<file path="src/rtl/core/rgbc3_pkg.sv">
// Shared types and constants of the 3x3 RGB convolution block.
// No dependencies; used by every module of the block.
`timescale 1ns / 1ps

package rgbc3_pkg;

  localparam int PIX_W     = 8;            // one color channel
  localparam int CH_N      = 3;            // red, green, blue
  localparam int PIXEL_W   = PIX_W * CH_N; // packed pixel, red lowest
  localparam int LINE_W    = 2 * PIXEL_W;  // one line store entry: both rows
  localparam int COEF_W    = 9;            // signed coefficient
  localparam int PROD_W    = PIX_W + 1 + COEF_W;
  localparam int PART_W    = PROD_W + 2;   // sum of three products
  localparam int CELL_N    = 3;            // window columns
  localparam int DIM_W     = 12;           // width/height register
  localparam int CFG_IDX_W = 3;
  localparam int CFG_DATA_W = 3 * COEF_W;  // widest register: one kernel row

  localparam int MIN_DIM    = 3;
  localparam int WIDTH_RST  = 640;
  localparam int HEIGHT_RST = 480;
  localparam int OFFSET_LEVEL = 127;
  localparam int PIX_MAX    = 255;

  // Register indexes of the configuration port
  localparam logic [CFG_IDX_W-1:0] REG_IMAGE_WIDTH   = 3'd0;
  localparam logic [CFG_IDX_W-1:0] REG_IMAGE_HEIGHT  = 3'd1;
  localparam logic [CFG_IDX_W-1:0] REG_KERNEL_TOP    = 3'd2;
  localparam logic [CFG_IDX_W-1:0] REG_KERNEL_MIDDLE = 3'd3;
  localparam logic [CFG_IDX_W-1:0] REG_KERNEL_BOTTOM = 3'd4;
  localparam logic [CFG_IDX_W-1:0] REG_ADD_OFFSET    = 3'd5;

  typedef logic [PIXEL_W-1:0] pixel_t;
  typedef logic signed [COEF_W-1:0] coef_t;

  // One window column: pixel from two rows up, one row up, current row
  typedef struct packed {
    pixel_t top;
    pixel_t mid;
    pixel_t bot;
  } column_t;

  // Per-channel partial sums of one column, channel 0 (red) lowest
  typedef logic [CH_N-1:0][PART_W-1:0] part_vec_t;

  // Control from the top level to each cell
  typedef struct packed {
    logic shift;    // take the neighbor's column
    logic capture;  // register this column's partial sums
  } cell_ctl_t;

endpackage

</file>
<file path="src/rtl/core/rgbc3_cell.sv">
// One window column cell: holds three pixels, hands them to its left
// neighbor on shift, and registers the column's weighted sums. Uses rgbc3_pkg.
`timescale 1ns / 1ps

module rgbc3_cell (
  input  logic                  clk,
  input  rgbc3_pkg::cell_ctl_t  ctl,
  input  rgbc3_pkg::column_t    col_in,
  input  rgbc3_pkg::coef_t      coef_top,
  input  rgbc3_pkg::coef_t      coef_mid,
  input  rgbc3_pkg::coef_t      coef_bot,
  output rgbc3_pkg::column_t    col_out,
  output rgbc3_pkg::part_vec_t  part_out
);

  rgbc3_pkg::column_t   col_r;
  rgbc3_pkg::part_vec_t part_r;
  rgbc3_pkg::part_vec_t part_nxt;

  logic signed [rgbc3_pkg::PROD_W-1:0] prod_top [rgbc3_pkg::CH_N];
  logic signed [rgbc3_pkg::PROD_W-1:0] prod_mid [rgbc3_pkg::CH_N];
  logic signed [rgbc3_pkg::PROD_W-1:0] prod_bot [rgbc3_pkg::CH_N];

  // Weight each channel of the three pixels and add them up
  always_comb begin
    for (int j = 0; j < rgbc3_pkg::CH_N; j++) begin
      prod_top[j] = $signed({1'b0, col_r.top[j*rgbc3_pkg::PIX_W +: rgbc3_pkg::PIX_W]})
                    * coef_top;
      prod_mid[j] = $signed({1'b0, col_r.mid[j*rgbc3_pkg::PIX_W +: rgbc3_pkg::PIX_W]})
                    * coef_mid;
      prod_bot[j] = $signed({1'b0, col_r.bot[j*rgbc3_pkg::PIX_W +: rgbc3_pkg::PIX_W]})
                    * coef_bot;
      part_nxt[j] = rgbc3_pkg::PART_W'(prod_top[j]) + rgbc3_pkg::PART_W'(prod_mid[j])
                    + rgbc3_pkg::PART_W'(prod_bot[j]);
    end
  end

  // Advance the column and hold the partial sums for the adder stage
  always_ff @(posedge clk) begin
    if (ctl.shift) begin
      col_r <= col_in;
    end
    if (ctl.capture) begin
      part_r <= part_nxt;
    end
  end

  assign col_out  = col_r;
  assign part_out = part_r;

endmodule

</file>
<file path="config.mk">
export PLATFORM = sky130hd
export DESIGN_NAME = rgbc3_cell
export DESIGN_NICKNAME = d
export VERILOG_FILES = /design/src/rtl/core/rgbc3_pkg.sv /design/src/rtl/core/rgbc3_cell.sv
export SDC_FILE = /design/constraint.sdc
export NUM_CORES = 2
export LEC_CHECK = 0
export BUFFER_PORTS_ARGS = -buffer_cell sky130_fd_sc_hd__buf_2
export CAP_MARGIN = 20
export CORE_ASPECT_RATIO = 0.5
export CORE_UTILIZATION = 30
export DETAILED_ROUTE_END_ITERATION = 10
export PLACE_DENSITY_LB_ADDON = 0.1
export SYNTH_ARGS = -nofsm -noshare
export SYNTH_HDL_FRONTEND = slang
export SYNTH_SLANG_ARGS = --single-unit
</file>
<file path="constraint.sdc">
create_clock -name clk -period 7.4 [get_ports clk]
set_input_delay 1.48 -clock clk [delete_from_list [all_inputs] [get_ports clk]]
set_output_delay 1.48 -clock clk [all_outputs]
set_load 0.05 [all_outputs]
</file>
# == Word-level counts from Yosys, hierarchy flattened ==
# Cells that the tools add are included.
# word_totals
reg_bits,132
inputBits,102
out_inout_bits,132
word_cells,21
# op_classes
n_addsub,6
n_mul,9
# op_table
op,count
$mul 9x9->18,9
$add 19x18->20,3
$add 18x18->19,3

# == Depth between registers and ports, before layout ==
# depth
ltp_word,3
depth_mapped,25
ltp_nobuf,23

# == Least setup slack after synthesis ==
# Ideal clock, no wire load.
# synth_path
kind,input-to-reg
from,in coef_top[3]
to,"reg part_r, in the netlist part_out[38] (data pin)"
setup_ns,0.262
t_arrival_ns,7.371
t_required_ns,7.138
setup_slack_ns,-0.233
cell_stages,23
path_buffers,2
path_cell_list,clkbuf_1 > nand2_1 > fa_1 > inv_1 > fa_1 > inv_1 > fa_1 > fa_1 > inv_1 > fa_1 > fa_1 > fa_1 > inv_1 > fa_1 > inv_1 > ha_1 > buf_2 > a21o_1 > and2_1 > o31a_1 > nor3_2 > o21ai_1 > xor2_1
# synth_rtl
element,line,rtl
start: declaration,rgbc3_cell.sv:9,"input rgbc3_pkg::coef_t coef_top,"
end signal: assignment,rgbc3_cell.sv:44,part_r <= part_nxt;
end: declaration,rgbc3_cell.sv:17,rgbc3_pkg::part_vec_t part_r;

==> impl_metrics.toml <==
[run_status]
outcome = "finished, final reports clean"

[sta]
timing.final.max_slew_violations = 0
hold_viol_final = 0
min_period_ns = 7.22
relSlewSlack_pct = 47.7
fin_skew_ns = 0.0105
fin_tns_setup_ns = 0
period_share_pct = 97.6
hold_ws_ns = 0.990
max_freq_ghz = 0.138
rsz0062_at_grt = "yes"
worstMarginPinSlew_ns = 0.783
setup_viol = 0

[synthesis]
ys.flop_type = "edfxtp_1"
synth_edf_count = 132
async_reset_ff_share_pct = 0
synth_cell_types = 52
seq_area_frac_synth_pct = 14.2
netlist_top_cells_area = "fa_1, ha_1, edfxtp_1"
yosys_warnings = 0
syn_area_mm2 = 0.0278
synth_nets = 3751
syn_avg_cell_area_um2 = 10.3
synth_top_area_share_pct = 40.6
yosysTopAreaCell = "fa_1"
synth_seq_cells = 132
syn_inst = 2703

[final_layout]
finalNonFillerCells = 4369
nNetsFinal = 4161
mostFrequentLayoutCells = "inv_1, fa_1, ha_1"
final_common_cell = "inv_1"
syn_to_final_growth_pct = 19.2
final_layout_size_suffix_gt1_share_pct = 18.1

[clock_tree]
cts_sinks = 132
numCtsBuffers = 17
clk_pin_slew_ns = 0.06
cts_tree = "yes"
htreeDepth = 4
ctsLongestPathBuffers = 2
root_buffer = "clkbuf_16"
clkLatencyLatePin_ns = 0.51

[worst_setup_path]
reg2reg_from = "col_out[43]"
required_ns = 7.61
critPathMaxFanout = 10
reg2reg_to = "part_out[56]"
startpoint_type = "primary input"
reg2reg_depth = 18
reg2reg_slack_ns = 0.64
critical_path_class = "primary input to register"
cp-end-kind = "register"
arrival_ns = 7.44

[global_route]
grt_pass1_vias = 22000
grt-ovfl-total = 0
grt_max_degree = 43
antenna_found_initial = 3
grt_usage_pct = 18.4
grt_pass1_wl_mm = 129

[placed_design]
portBuffers = 233
gp_congestion = 0.822
dp.cells = 4329
dp_hpwl_mm = 71.6

[detailed_routing]
drt_pass1_iterations = 5
wl_per_cell_um = 18.8
drc = 0
route.vias.total = 19300
drt_wl_total_mm = 82.0
via_per_inst = 4.42
postRouteAntennaNets = 0
drt_iter0_drc = 789

[die]
num_rows = 78
die_y_um = 217
start_util_pct = 30.5
boundaryPins = 234
die_x_um = 433
dieArea_mm2 = 0.0941
core-area_mm2 = 0.0913

[job]
drv_cap = 0

[hold_path]
hp-class = "register to register"
min_from = "col_out[64]"
whs_path_depth = 3
min_to = "part_out[40]"
[final cells by class]
class	instances	area [um^2]
timing repair buffer	480	3340
clock inverter	15	164
antenna	3	7.51
multi-input combinational	1867	21400
fill	9324	58100
inverter	615	2310
sequential	132	3960
tap	1240	1550
clock buffer	17	425
[per-layer routing]
metal | track usage (%) | share of wire, %
met2 | 33.1 | 51
met1 | 23.8 | 45
met4 | 3.50 | 1.3
met3 | 2.40 | 2.2
met5 | 0 | 0
[state kept, by name, indices dropped and copies added, names as in the netlist]
register,cells
col_out,72
part_out,60
[metrics by stage]
| stage | cell area, um^2 | utilization, % | setup WS [ns] |
|---|---|---|---|
| 5_1_grt | 33200 | 36.4 | -0.0109 |
| 6_report | 33200 | 36.4 | 0.176 |
| 2_1_floorplan | 28000 | - | -0.0163 |
| 4_1_cts | 32900 | 36.0 | 0.00517 |
| 3_3_place_gp | 32300 | 35.4 | -0.712 |
| 3_5_place_dp | 32300 | 35.4 | -0.787 |
[worst max-delay path by stage]
stage	startpoint	endpoint	depth (start not counted)
2_1_floorplan	coef_mid[8]	part_out[38]	21
6_report	coef_top[3]	part_out[19]	23
3_5_place_dp	coef_top[7]	part_out[39]	23
5_1_grt	coef_top[3]	part_out[19]	23
4_1_cts	coef_top[6]	part_out[18]	23
3_3_place_gp	coef_top[7]	part_out[39]	23
[what timing repair did]
action / in CTS / in global routing
gates cloned: 0 / 1
setup buffers: 0 / 5
gates resized for setup: 1 / 71
hold buffers: 0 / 0
endpoints found under the setup margin: 15 / 16
pin swaps: 1 / 29
[cells in the mapped netlist, types with 2 or more instances]
master and count:
inv_1 615, fa_1 565, ha_1 381, and2_1 329, nand2_1 272, edfxtp_1 132
clkbuf_1 80, nor2_1 60, a21oi_1 41, nand2b_1 39, xnor2_1 33, o21ai_0 21
xor2_1 18, a21o_1 16, nand4_1 9, o21a_1 9, a31oi_1 6, o21bai_1 6
a211oi_1 5, a21oi_2 5, nand3_1 5, o211ai_1 5, buf_1 4, nor2b_1 4
nor3_1 4, o21ai_1 4, and3_1 3, o31ai_1 3, a2111oi_0 2, a211oi_2 2
buf_2 2, buf_6 2, nor4_1 2
[kinds of logic (layout without fill, tap and decap cells)]
logic type                 count (synthesis)  count (layout)  synth area share, %
buffers and inverters                    704            1127                 9.57
DFF                                      132             132                 14.2
adders and majority gates                946             946                 57.8
other                                      0               3                    0
xor gates and xnor gates                  52              52                 1.66
AOI/OAI and AO/OA                        137             137                 3.27
and+or+nand+nor                          732             732                 13.5
[critical path, cell delays in order]
cell	delay, ns
clkbuf_4	0.16
buf_12	0.16
buf_4	0.17
and2_1	0.16
fa_1	0.43
fa_1	0.47
fa_1	0.52
inv_1	0.05
fa_1	0.50
fa_1	0.52
inv_1	0.06
fa_2	0.39
fa_1	0.50
inv_1	0.05
fa_1	0.47
inv_1	0.06
ha_4	0.27
nand4_1	0.17
nor2_2	0.18
a21oi_2	0.11
a21oi_4	0.24
and4_4	0.25
a2111oi_2	0.05
Power is not shown: default switching activity piles up to over one toggle a cycle in this logic, so the estimate is an artifact.
