**src/rtl/core/rgbc3_pkg.sv**
```systemverilog
// Shared types and constants of the 3x3 RGB convolution block.
// No dependencies; used by every module of the block.
`timescale 1ns / 1ps

package rgbc3_pkg;

  localparam int PIX_W     = 8;            // one color channel
  localparam int CH_N      = 3;            // red, green, blue
  localparam int PIXEL_W   = PIX_W * CH_N; // packed pixel, red lowest
  localparam int LINE_W    = 2 * PIXEL_W;  // one line store entry: both rows
  localparam int COEF_W    = 9;            // signed coefficient
  localparam int PROD_W    = PIX_W + 1 + COEF_W;
  localparam int PART_W    = PROD_W + 2;   // sum of three products
  localparam int CELL_N    = 3;            // window columns
  localparam int DIM_W     = 12;           // width/height register
  localparam int CFG_IDX_W = 3;
  localparam int CFG_DATA_W = 3 * COEF_W;  // widest register: one kernel row

  localparam int MIN_DIM    = 3;
  localparam int WIDTH_RST  = 640;
  localparam int HEIGHT_RST = 480;
  localparam int OFFSET_LEVEL = 127;
  localparam int PIX_MAX    = 255;

  // Register indexes of the configuration port
  localparam logic [CFG_IDX_W-1:0] REG_IMAGE_WIDTH   = 3'd0;
  localparam logic [CFG_IDX_W-1:0] REG_IMAGE_HEIGHT  = 3'd1;
  localparam logic [CFG_IDX_W-1:0] REG_KERNEL_TOP    = 3'd2;
  localparam logic [CFG_IDX_W-1:0] REG_KERNEL_MIDDLE = 3'd3;
  localparam logic [CFG_IDX_W-1:0] REG_KERNEL_BOTTOM = 3'd4;
  localparam logic [CFG_IDX_W-1:0] REG_ADD_OFFSET    = 3'd5;

  typedef logic [PIXEL_W-1:0] pixel_t;
  typedef logic signed [COEF_W-1:0] coef_t;

  // One window column: pixel from two rows up, one row up, current row
  typedef struct packed {
    pixel_t top;
    pixel_t mid;
    pixel_t bot;
  } column_t;

  // Per-channel partial sums of one column, channel 0 (red) lowest
  typedef logic [CH_N-1:0][PART_W-1:0] part_vec_t;

  // Control from the top level to each cell
  typedef struct packed {
    logic shift;    // take the neighbor's column
    logic capture;  // register this column's partial sums
  } cell_ctl_t;

endpackage

```
**src/rtl/core/rgbc3_sum_clamp.sv**
```systemverilog
// Adds the three column partial sums and the optional offset, then
// clamps to 0..255 and drops the fraction. Holds the output beat. Uses rgbc3_pkg.
`timescale 1ns / 1ps

module rgbc3_sum_clamp #(
  parameter int COEF_FRAC_BITS = 4
) (
  input  logic                          clk,
  input  logic                          rst_n,
  input  logic                          load,
  input  logic                          res_valid,
  input  logic                          res_last,
  input  logic                          add_offset,
  input  rgbc3_pkg::part_vec_t          part0,
  input  rgbc3_pkg::part_vec_t          part1,
  input  rgbc3_pkg::part_vec_t          part2,
  output logic                          out_valid,
  output logic [rgbc3_pkg::PIXEL_W-1:0] out_data,
  output logic                          out_last
);

  localparam int SUM_BASE = (rgbc3_pkg::PART_W + 2 > COEF_FRAC_BITS + 8) ?
                            rgbc3_pkg::PART_W + 2 : COEF_FRAC_BITS + 8;
  localparam int SUM_W    = SUM_BASE + 1;
  localparam int OFFSET_VAL = rgbc3_pkg::OFFSET_LEVEL * (2 ** COEF_FRAC_BITS);
  localparam logic signed [SUM_W-1:0] OFFSET  = SUM_W'(OFFSET_VAL);
  localparam logic signed [SUM_W-1:0] SAT_MAX = SUM_W'(rgbc3_pkg::PIX_MAX);

  logic signed [SUM_W-1:0]        sum_c   [rgbc3_pkg::CH_N];
  logic signed [SUM_W-1:0]        shift_c [rgbc3_pkg::CH_N];
  logic [rgbc3_pkg::PIXEL_W-1:0]  data_nxt;
  logic                           valid_r;
  logic                           last_r;
  logic [rgbc3_pkg::PIXEL_W-1:0]  data_r;

  // Sum, offset and clamp each channel
  always_comb begin
    for (int j = 0; j < rgbc3_pkg::CH_N; j++) begin
      sum_c[j] = SUM_W'($signed(part0[j])) + SUM_W'($signed(part1[j]))
                 + SUM_W'($signed(part2[j])) + (add_offset ? OFFSET : '0);
      shift_c[j] = sum_c[j] >>> COEF_FRAC_BITS;
      if (sum_c[j][SUM_W-1]) begin
        data_nxt[j*rgbc3_pkg::PIX_W +: rgbc3_pkg::PIX_W] = '0;
      end else if (shift_c[j] > SAT_MAX) begin
        data_nxt[j*rgbc3_pkg::PIX_W +: rgbc3_pkg::PIX_W] = '1;
      end else begin
        data_nxt[j*rgbc3_pkg::PIX_W +: rgbc3_pkg::PIX_W] =
          shift_c[j][rgbc3_pkg::PIX_W-1:0];
      end
    end
  end

  // Output register: load when empty or the beat is taken
  always_ff @(posedge clk) begin
    if (!rst_n) begin
      valid_r <= 1'b0;
    end else if (load) begin
      valid_r <= res_valid;
    end
  end

  always_ff @(posedge clk) begin
    if (load && res_valid) begin
      data_r <= data_nxt;
      last_r <= res_last;
    end
  end

  assign out_valid = valid_r;
  assign out_data  = data_r;
  assign out_last  = last_r;

endmodule

```
**config.mk**
```make
export PLATFORM = sky130hd
export DESIGN_NAME = rgbc3_sum_clamp
export DESIGN_NICKNAME = d
export VERILOG_FILES = /design/src/rtl/core/rgbc3_pkg.sv /design/src/rtl/core/rgbc3_sum_clamp.sv
export SDC_FILE = /design/constraint.sdc
export NUM_CORES = 1
export LEC_CHECK = 0
export CORE_AREA = 2 2 120 122
export DETAILED_ROUTE_END_ITERATION = 10
export DIE_AREA = 0 0 122 124
export DONT_BUFFER_PORTS = 1
export PLACE_DENSITY_LB_ADDON = 0.3
export SLEW_MARGIN = 25
export SYNTH_ARGS = -nofsm -noshare
export SYNTH_HDL_FRONTEND = slang
export SYNTH_SLANG_ARGS = --single-unit
export TNS_END_PERCENT = 10
```
**constraint.sdc**
```tcl
create_clock -name clk -period 4.92 [get_ports clk]
set_input_delay 0.246 -clock clk [delete_from_list [all_inputs] [get_ports clk]]
set_output_delay 0.246 -clock clk [all_outputs]
set_load 0.05 [all_outputs]
```
# Word level (Yosys, flattened, before mapping)

Cells that the tools add are included.

$add $sub $neg: 9
$lt $le $gt $ge: 3
Muxes and demuxes: 4
Reduce and logical (&&, ||, !) cells: 1

Operator list:

| kind                                                            | count |
|---|---|
| adder 22 x 12 -> 23 bit                                         | 3 |
| adder 21 x 20 -> 22 bit                                         | 3 |
| adder 20 x 20 -> 21 bit                                         | 3 |
| greater-than comparator 19 x 9 -> 1 bit (second input constant) | 3 |
| two-way mux 8 bit                                               | 3 |
| two-way mux 11 bit                                              | 1 |
| logical AND 1 bit                                               | 1 |

Register bits after elaboration: 26
Input bits: 186
Output and inout port bits: 26

# Depth between registers and ports, before layout

Gate-level depths: netlist (run 1).

Depth after elaboration: 5
Depth in mapped cells: 15
Mapped depth without buffers: 13

# Least setup slack after synthesis (run 1)

No wires, ideal clock.

Kind: input -> register
Start: input port add_offset
End: register data_r, in the netlist out_data[22], data pin
Arrival time: 4391 ps
Required time: 4650 ps
Slack: 259 ps
Cell stages on the path: 13
Path through: inv_1 > fa_1 > fa_1 > inv_1 > ha_1 > a21o_1 > a221o_1 > a21o_1 > a311oi_4 > o2111a_1 > a311oi_2 > nor4b_4 > a21oi_1

Cells in the longest elaborated chain, start to end: 4

Ends and longest elaborated chain:

| what                                    | line                  | RTL |
|---|---|---|
| from (decl)                             | rgbc3_sum_clamp.sv:13 | `input logic add_offset,` |
| two-way mux 11 bit *                    | rgbc3_sum_clamp.sv:40 | `+ SUM_W'($signed(part2[j])) + (add_offset ? OFFSET : '0);` |
| adder 22 x 12 -> 23 bit *               | rgbc3_sum_clamp.sv:40 |  |
| greater-than comparator 19 x 9 -> 1 bit | rgbc3_sum_clamp.sv:44 | `end else if (shift_c[j] > SAT_MAX) begin` |
| two-way mux 8 bit                       | rgbc3_sum_clamp.sv:44 |  |
| to (signal assigned)                    | rgbc3_sum_clamp.sv:64 | `data_r <= data_nxt;` |
| to (decl)                               | rgbc3_sum_clamp.sv:34 | `logic [rgbc3_pkg::PIXEL_W-1:0] data_r;` |

Every way passes the cells marked *; elsewhere a longest branch is shown, timed or not.
A chain may end at the register's enable or synchronous reset.

# Final worst setup path (run 1)

Start: input port add_offset
End: register data_r, in the netlist out_data[1], data pin

Same word-level chain as after synthesis.

==> results.md, run 1 <==
- First-pass GRT wire length: 23900 µm
- H-Tree Depth: 1
- Total number of vias: approximately 5300
- Max Cap Viol: 0
- Synth unique cells: 71
- Slew HR: 49.7%
- Synth Cell Area: 6770 µm²
- Max Clk Rate: 237 MHz
- Crit path launch type: input port
- GRT Overall Usage: between 10% and 20%
- Initial antenna violation count: 0
- Min-Delay Endpoint: out_last
- Post-synth top area share: about 23%
- Final Hold Viols: 0
- Share of layout cells above drive strength 1: ~4.7%
- Resize count post-CTS: 0
- Post-DRT Antenna Nets: 0
- # port buffers: 0
- Gr ovfl total: 0
- Area Overhead vs Synth: 5.28%
- Worst hold-check path type: input port to flip-flop
- Pre-CTS WS: 0.419 ns
- Largest net degree at the start of global routing: 27
- Final nets: 1140
- Top cell type by total area after synthesis: fa_1
- Post-synth ARST share: 0%
- Root buffer cell: clkbuf_16
- Outcome: complete, no violations
- Unrepaired setup endpoints after global routing: false
- Placeable Area: around 14000 µm²
- Ant diodes: 0
- WP data arrival: roughly 4.2 ns
- Die Ht: 124 µm
- Syn_nets: 1136
- CP Class: input port to flip-flop
- DPL Wire Length: approximately 13000 µm
- I/O pin count: 212
- Worst reg2reg startpoint: out_valid
- Power Density: 345 nW/µm²
- Hold path depth: 0
- Setup crit end kind: flip-flop
- Post-synth EDFFs: 25
- Critical Path Fanout Max: 8
- Fin Setup TNS: 0 ns
- Dominant cells by area after synthesis: fa_1, ha_1, inv_1
- Initial Utilization: 49.4%
- Final min period: approximately 4.2 ns
- Synth Register Bits: 26
- Die width: 122 µm
- Clock Skew: 0 ns
- GP Congestion: 0.841
- Final Slew Violations: 0
- Leak: 3.62 nW
- DRT iter0 DRCs: 273
- Primary FF master, synth: edfxtp_1
- Pre-antenna DRT Iters: 4
- Residual DRC: 0
- Post-Syn Area per Cell: just under 9 µm²
- Die area: 15100 µm²
- Peak VDD IR: 0.000142 V
- Clock transition at path regs: 0.07 ns
- Cell with the most instances after synthesis: inv_1
- Synth Instances: just under 800
- R2R cell count: 2
- Ys Warns: 0
- Clk sinks: 26
- WL final: around 14000 µm
- Hold Crit Start: res_last
- Vias in the first global route: approximately 5400
- R2R Setup Slk: 3.93 ns
- Vias per inst: approximately 5.6
- Seq/Total Area, Yosys: 11.4%
- CTS tree: yes
- Clk buf depth: 2
- Fin worst setup slack: roughly 0.7 ns
- FP Rows: 43
- Critical Path RT: 4.90 ns
- Worst skew pair latency: between 0.2 and 0.3 ns
- Worst r2r dst: out_valid
- Synth top cells by count: inv_1, ha_1, fa_1, a21oi_1, nand2_1
- Cts hold-fix bufs: 0
- Period utilisation layout: between 80% and 90%
- Setup violations, final: 0
- Worst slew pin tran: 0.752 ns
- Setup Fix Bufs, Post-CTS: 0
- Drt wl/cell: 15.0 µm
- Number of buffers created by CTS: 3
layer usage:
metal	part of all wire (%)	GRT usage, %
met5	0	0
met4	1.0	3.16
met3	5.5	1.97
met2	50	35.4
met1	44	24.6
state kept, by name, indices dropped and copies added (netlist names):
register and count:
out_valid 1, out_last 1, out_data 24
where the power goes:
part	internal (mW)	leakage [nW]	switching, mW
Combinational	0.747	3.33	1.04
Sequential	0.300	0.239	0.127
Clock	0.162	0.0511	0.0803
cell type report:
| type | instances | area (µm²) |
|---|---|---|
| Fill cell | 1307 | 6590 |
| Clock inverter | 1 | 30.0 |
| Sequential cell | 26 | 771 |
| Tap cell | 180 | 225 |
| Inverter | 212 | 796 |
| Clock buffer | 3 | 75.1 |
| Timing Repair Buffer | 5 | 50.0 |
| Multi-Input combinational cell | 532 | 5180 |
metrics by stage:
| stage | power (mW) | hold slack (ns) | cell area (µm²) | utilization, % | instances |
|---|---|---|---|---|---|
| final | 2.46 | 0.0751 | 7130 | 52.0 | 959 |
| after detailed placement | 2.21 | 0.345 | 7030 | 51.2 | 955 |
| after floorplan | 1.85 | 0.345 | 6770 | - | 776 |
| after global placement | 2.18 | 0.345 | 7030 | 51.2 | 955 |
| after CTS | 2.47 | 0.0736 | 7130 | 52.0 | 959 |
| after global routing | 2.71 | 0.0675 | 7130 | 52.0 | 959 |
cells in the final DEF (no fill, tap or decap), drive strengths merged, types with 6 or more instances in the layout:
| cell | n |
|---|---|
| a21oi | 44 |
| nor2 | 35 |
| xnor2 | 15 |
| nand2b | 6 |
| nand3 | 11 |
| nor3 | 10 |
| o21a | 8 |
| edfxtp | 25 |
| and3 | 7 |
| a41oi | 9 |
| a21o | 17 |
| nand4 | 11 |
| a211oi | 8 |
| nor2b | 7 |
| xor2 | 17 |
| nand2 | 35 |
| o21ai | 32 |
| ha | 96 |
| inv | 212 |
| a31oi | 17 |
| fa | 78 |
worst max-delay path by stage:
stage	endpoint	from	slack (ns)	cells past startpoint
6_report	out_data[1]	add_offset	0.70	14
5_1_grt	out_data[7]	add_offset	0.34	14
4_1_cts	out_data[1]	add_offset	0.70	14
3_5_place_dp	out_data[1]	add_offset	0.42	14
3_3_place_gp	out_data[2]	add_offset	0.50	14
2_1_floorplan	out_data[22]	add_offset	0.26	13
critical path, stage by stage:
cell and delay [ns]:
inv_2 0.24, buf_4 0.26, fa_1 0.43, fa_1 0.51
inv_1 0.04, ha_1 0.37, a21oi_4 0.18, o22ai_2 0.12
a311oi_4 0.44, o31ai_1 0.14, o21ai_1 0.16, o21ai_0 0.12
a2111oi_2 0.75, a31oi_1 0.18
logic make-up after synthesis:
family | after synthesis | share of synthesized area [%]
muxes | 3 | 0.462
xor gates and xnor gates | 32 | 4.14
buffers and inverters | 218 | 12.1
AOI/OAI and AO/OA | 180 | 19.9
DFF | 26 | 11.4
and+or+nand+nor | 143 | 11.2
adders and majority gates | 174 | 40.8
Note: power is estimated with default switching activity, not from simulation.
==> run 2: changes to the inputs <==
==> constraint.sdc (replaced) <==
create_clock -name clk -period 4.92 [get_ports clk]
set_input_delay 1.23 -clock clk [delete_from_list [all_inputs] [get_ports clk]]
set_output_delay 1.23 -clock clk [all_outputs]
set_load 0.05 [all_outputs]
==> run 2 against run 1 <==
  * Hold slack better by 0.82 ns
  * Core utilization rose by 4.0 points
  * Clock skew unchanged
  * Sequential power barely moved
  * Non-clock buffer count rose by 41
  * Via count up 4.0%
  * Clock power about the same
  * Sequential cell count unchanged
  * Worst setup slack got worse by 0.63 ns
  * Sequential share of layout area shrank 0.77 points
  * Wire length is 6.5% higher
==> results.md, run 2 (same netlist as run 1, synthesis figures left out) <==
- Post-placement cell area: 7450 µm² (+6.0%)
- WP data arrival: 4.85 ns (+0.65 ns)
- Initial Utilization: 49.4% (unchanged)
- Outcome: complete, no violations
- Root buffer cell: clkbuf_16
- Residual DRC: 0 (unchanged)
- Worst hold-check path type: flip-flop to flip-flop
- Max reg flops: 24 (unchanged)
- Slew HR: 59.7% (+10 points)
- Critical Path Fanout Max: 18 (+10)
- I/O pin count: 212 (unchanged)
- Die width: 122 µm (unchanged)
- Int Power: 1.40 mW (+16%)
- Vias per inst: 5.56 (-0.22%)
- Sw Ratio: 49.3% (-1.6 points)
- CP Class: input port to flip-flop
- Worst skew pair latency: 0.26 ns (about the same)
- Slowest CP cell: fa_1
- Combinational share of power: 75.8% (+3.0 points)
- Drt wl/cell: 15.3 µm (+2.1%)
- FP Rows: 43 (unchanged)
- Critical path's top delay family: compound AO/OA/AOI/OAI gates
- Clock Skew: 0 ns (unchanged)
- Max Cap Viol: 0 (unchanged)
- Clock power share: 8.8% (-1.1 points)
- CTS tree: yes
- Clk buf depth: 2 (unchanged)
- First-pass GRT wire length: 25100 µm (+5.2%)
- Resize count post-CTS: 0 (unchanged)
- Most frequent cells in the layout: inv_1, ha_1, fa_1
- Area Overhead vs Synth: 13.3%
- WL final: 15300 µm (+6.5%)
- Ant diodes: 0 (unchanged)
- Die Ht: 124 µm (unchanged)
- Switching power: 1.36 mW (+8.6%)
- Share of layout cells above drive strength 1: 12.9% (+8.2 points)
- Critical Path Most Common Cell: fa_1
- Max Clk Rate: 206 MHz (-13%)
- Leak: 3.84 nW (+6.0%)
- Worst slew pin tran: 0.604 ns (-0.148 ns)
- Crit path launch type: input port
- Final Hold Viols: 0 (unchanged)
- Final Slew Violations: 0 (unchanged)
- # port buffers: 0 (unchanged)
- Critical Path RT: 4.93 ns (+0.03 ns)
- Clk sinks: 26 (unchanged)
- Setup violations, final: 0 (unchanged)
- GP Congestion: 0.884 (+5.1%)
- Period utilisation layout: 98.5% (+13 points)
- Peak VDD IR: 0.000157 V (+11%)
- Power, Total: 2.76 mW (+12%)
- Unrepaired setup endpoints after global routing: true
- Vias in the first global route: 5538 (+2.6%)
- Cts hold-fix bufs: 0 (unchanged)
- Final min period: 4.84 ns (+0.627 ns)
- Gr ovfl total: 0 (unchanged)
- Total number of vias: 5555 (+4.0%)
- Register share of total power: 15.4% (-1.9 points)
- Commonest non-fill, non-tap cell in the layout: inv_1
- Number of buffers created by CTS: 3 (unchanged)
- Final nets: 1181 (+3.6%)
- GRT Overall Usage: 20.4% (+1.2 points)
- Die area: 15100 µm² (unchanged)
- Fin worst setup slack: 0.0751 ns (-0.627 ns)
- Cell Chain, Critical Path: clkinvlp_4 > buf_12 > fa_1 > fa_1 > inv_1 > ha_1 > a21oi_4 > o22ai_2 > a311oi_4 > o31ai_1 > o21ai_1 > nand2_1 > a2111oi_4 > buf_4 > a31oi_1
- Pre-antenna DRT Iters: 5 (+1)
- Delay of the slowest critical-path stage: 0.52 ns (-0.23 ns)
- DRT iter0 DRCs: 291 (+6.6%)
- H-Tree Depth: 1 (unchanged)
- Core Util, Final: 56.0% (+4.0 points)
- Largest net degree at the start of global routing: 27 (unchanged)
- Setup crit end kind: flip-flop
- Finished Cell Area: 7680 µm² (+7.6%)
- Pre-CTS WS: -0.195 ns (-0.614 ns)
- Initial antenna violation count: 0 (unchanged)
- Post-DRT Antenna Nets: 0 (unchanged)
- Setup Fix Bufs, Post-CTS: 0 (unchanged)
- Placeable Area: 13700 µm² (unchanged)
- DPL Wire Length: 13800 µm (+6.8%)
- Clock transition at path regs: 0.07 ns (about the same)
- Buf/Inv on CP: 4 (+1)
- Power Density: 359 nW/µm² (+4.2%)
- Fin Setup TNS: 0 ns (unchanged)
[run 2: metrics by stage]
| step | hold slack, ns | instances |
|---|---|---|
| 6_report | 0.891 | 1000 |
| 5_1_grt | 0.929 | 1000 |
| 4_1_cts | 0.898 | 1000 |
| 3_5_place_dp | 0.886 | 996 |
| 3_3_place_gp | 0.866 | 996 |
| 2_1_floorplan | 0.853 | 776 |
[run 2: power by group through the flow]
stage	registers, mW	logic (mW)	clock network [mW]
2_1_floorplan	0.419	1.49	0
3_3_place_gp	0.432	1.95	0
3_5_place_dp	0.432	2.01	0
4_1_cts	0.427	2.02	0.244
5_1_grt	0.429	2.34	0.253
6_report	0.426	2.09	0.242
[run 2: layout make-up]
class	instances	area (µm²)
Clock buffer	3	75.1
Clock inverter	1	30.0
Fill cell	1249	6040
Inverter	212	800
Multi-Input combinational cell	532	5420
Sequential cell	26	771
Tap cell	180	225
Timing Repair Buffer	46	358
[run 2: worst paths after layout]
kind	cells past startpoint	slack [ns]	endpoint	startpoint
worst max-delay path	15	0.08	out_data[2]	add_offset
worst min-delay path	2	0.89	out_valid	out_valid
worst max register to register	2	3.92	out_valid	out_valid
worst min register to register	2	0.89	out_valid	out_valid
[run 2: metal layers]
layer / part of all wire (%) / up-vias / GRT usage (%)
li1: - / 2703 / -
met1: 44 / 2622 / 26.5
met2: 49 / 205 / 36.6
met3: 4.9 / 25 / 2.20
met4: 2.3 / 0 / 4.96
met5: 0 / - / 0
[run 2: worst register-to-register path, delay by kind of cell, from the launching register on]
kind,cells,cell delay (ns)
AND/OR/NAND/NOR,1,0.20
flip-flops,1,0.63
AO/OA/AOI/OAI,1,0.12
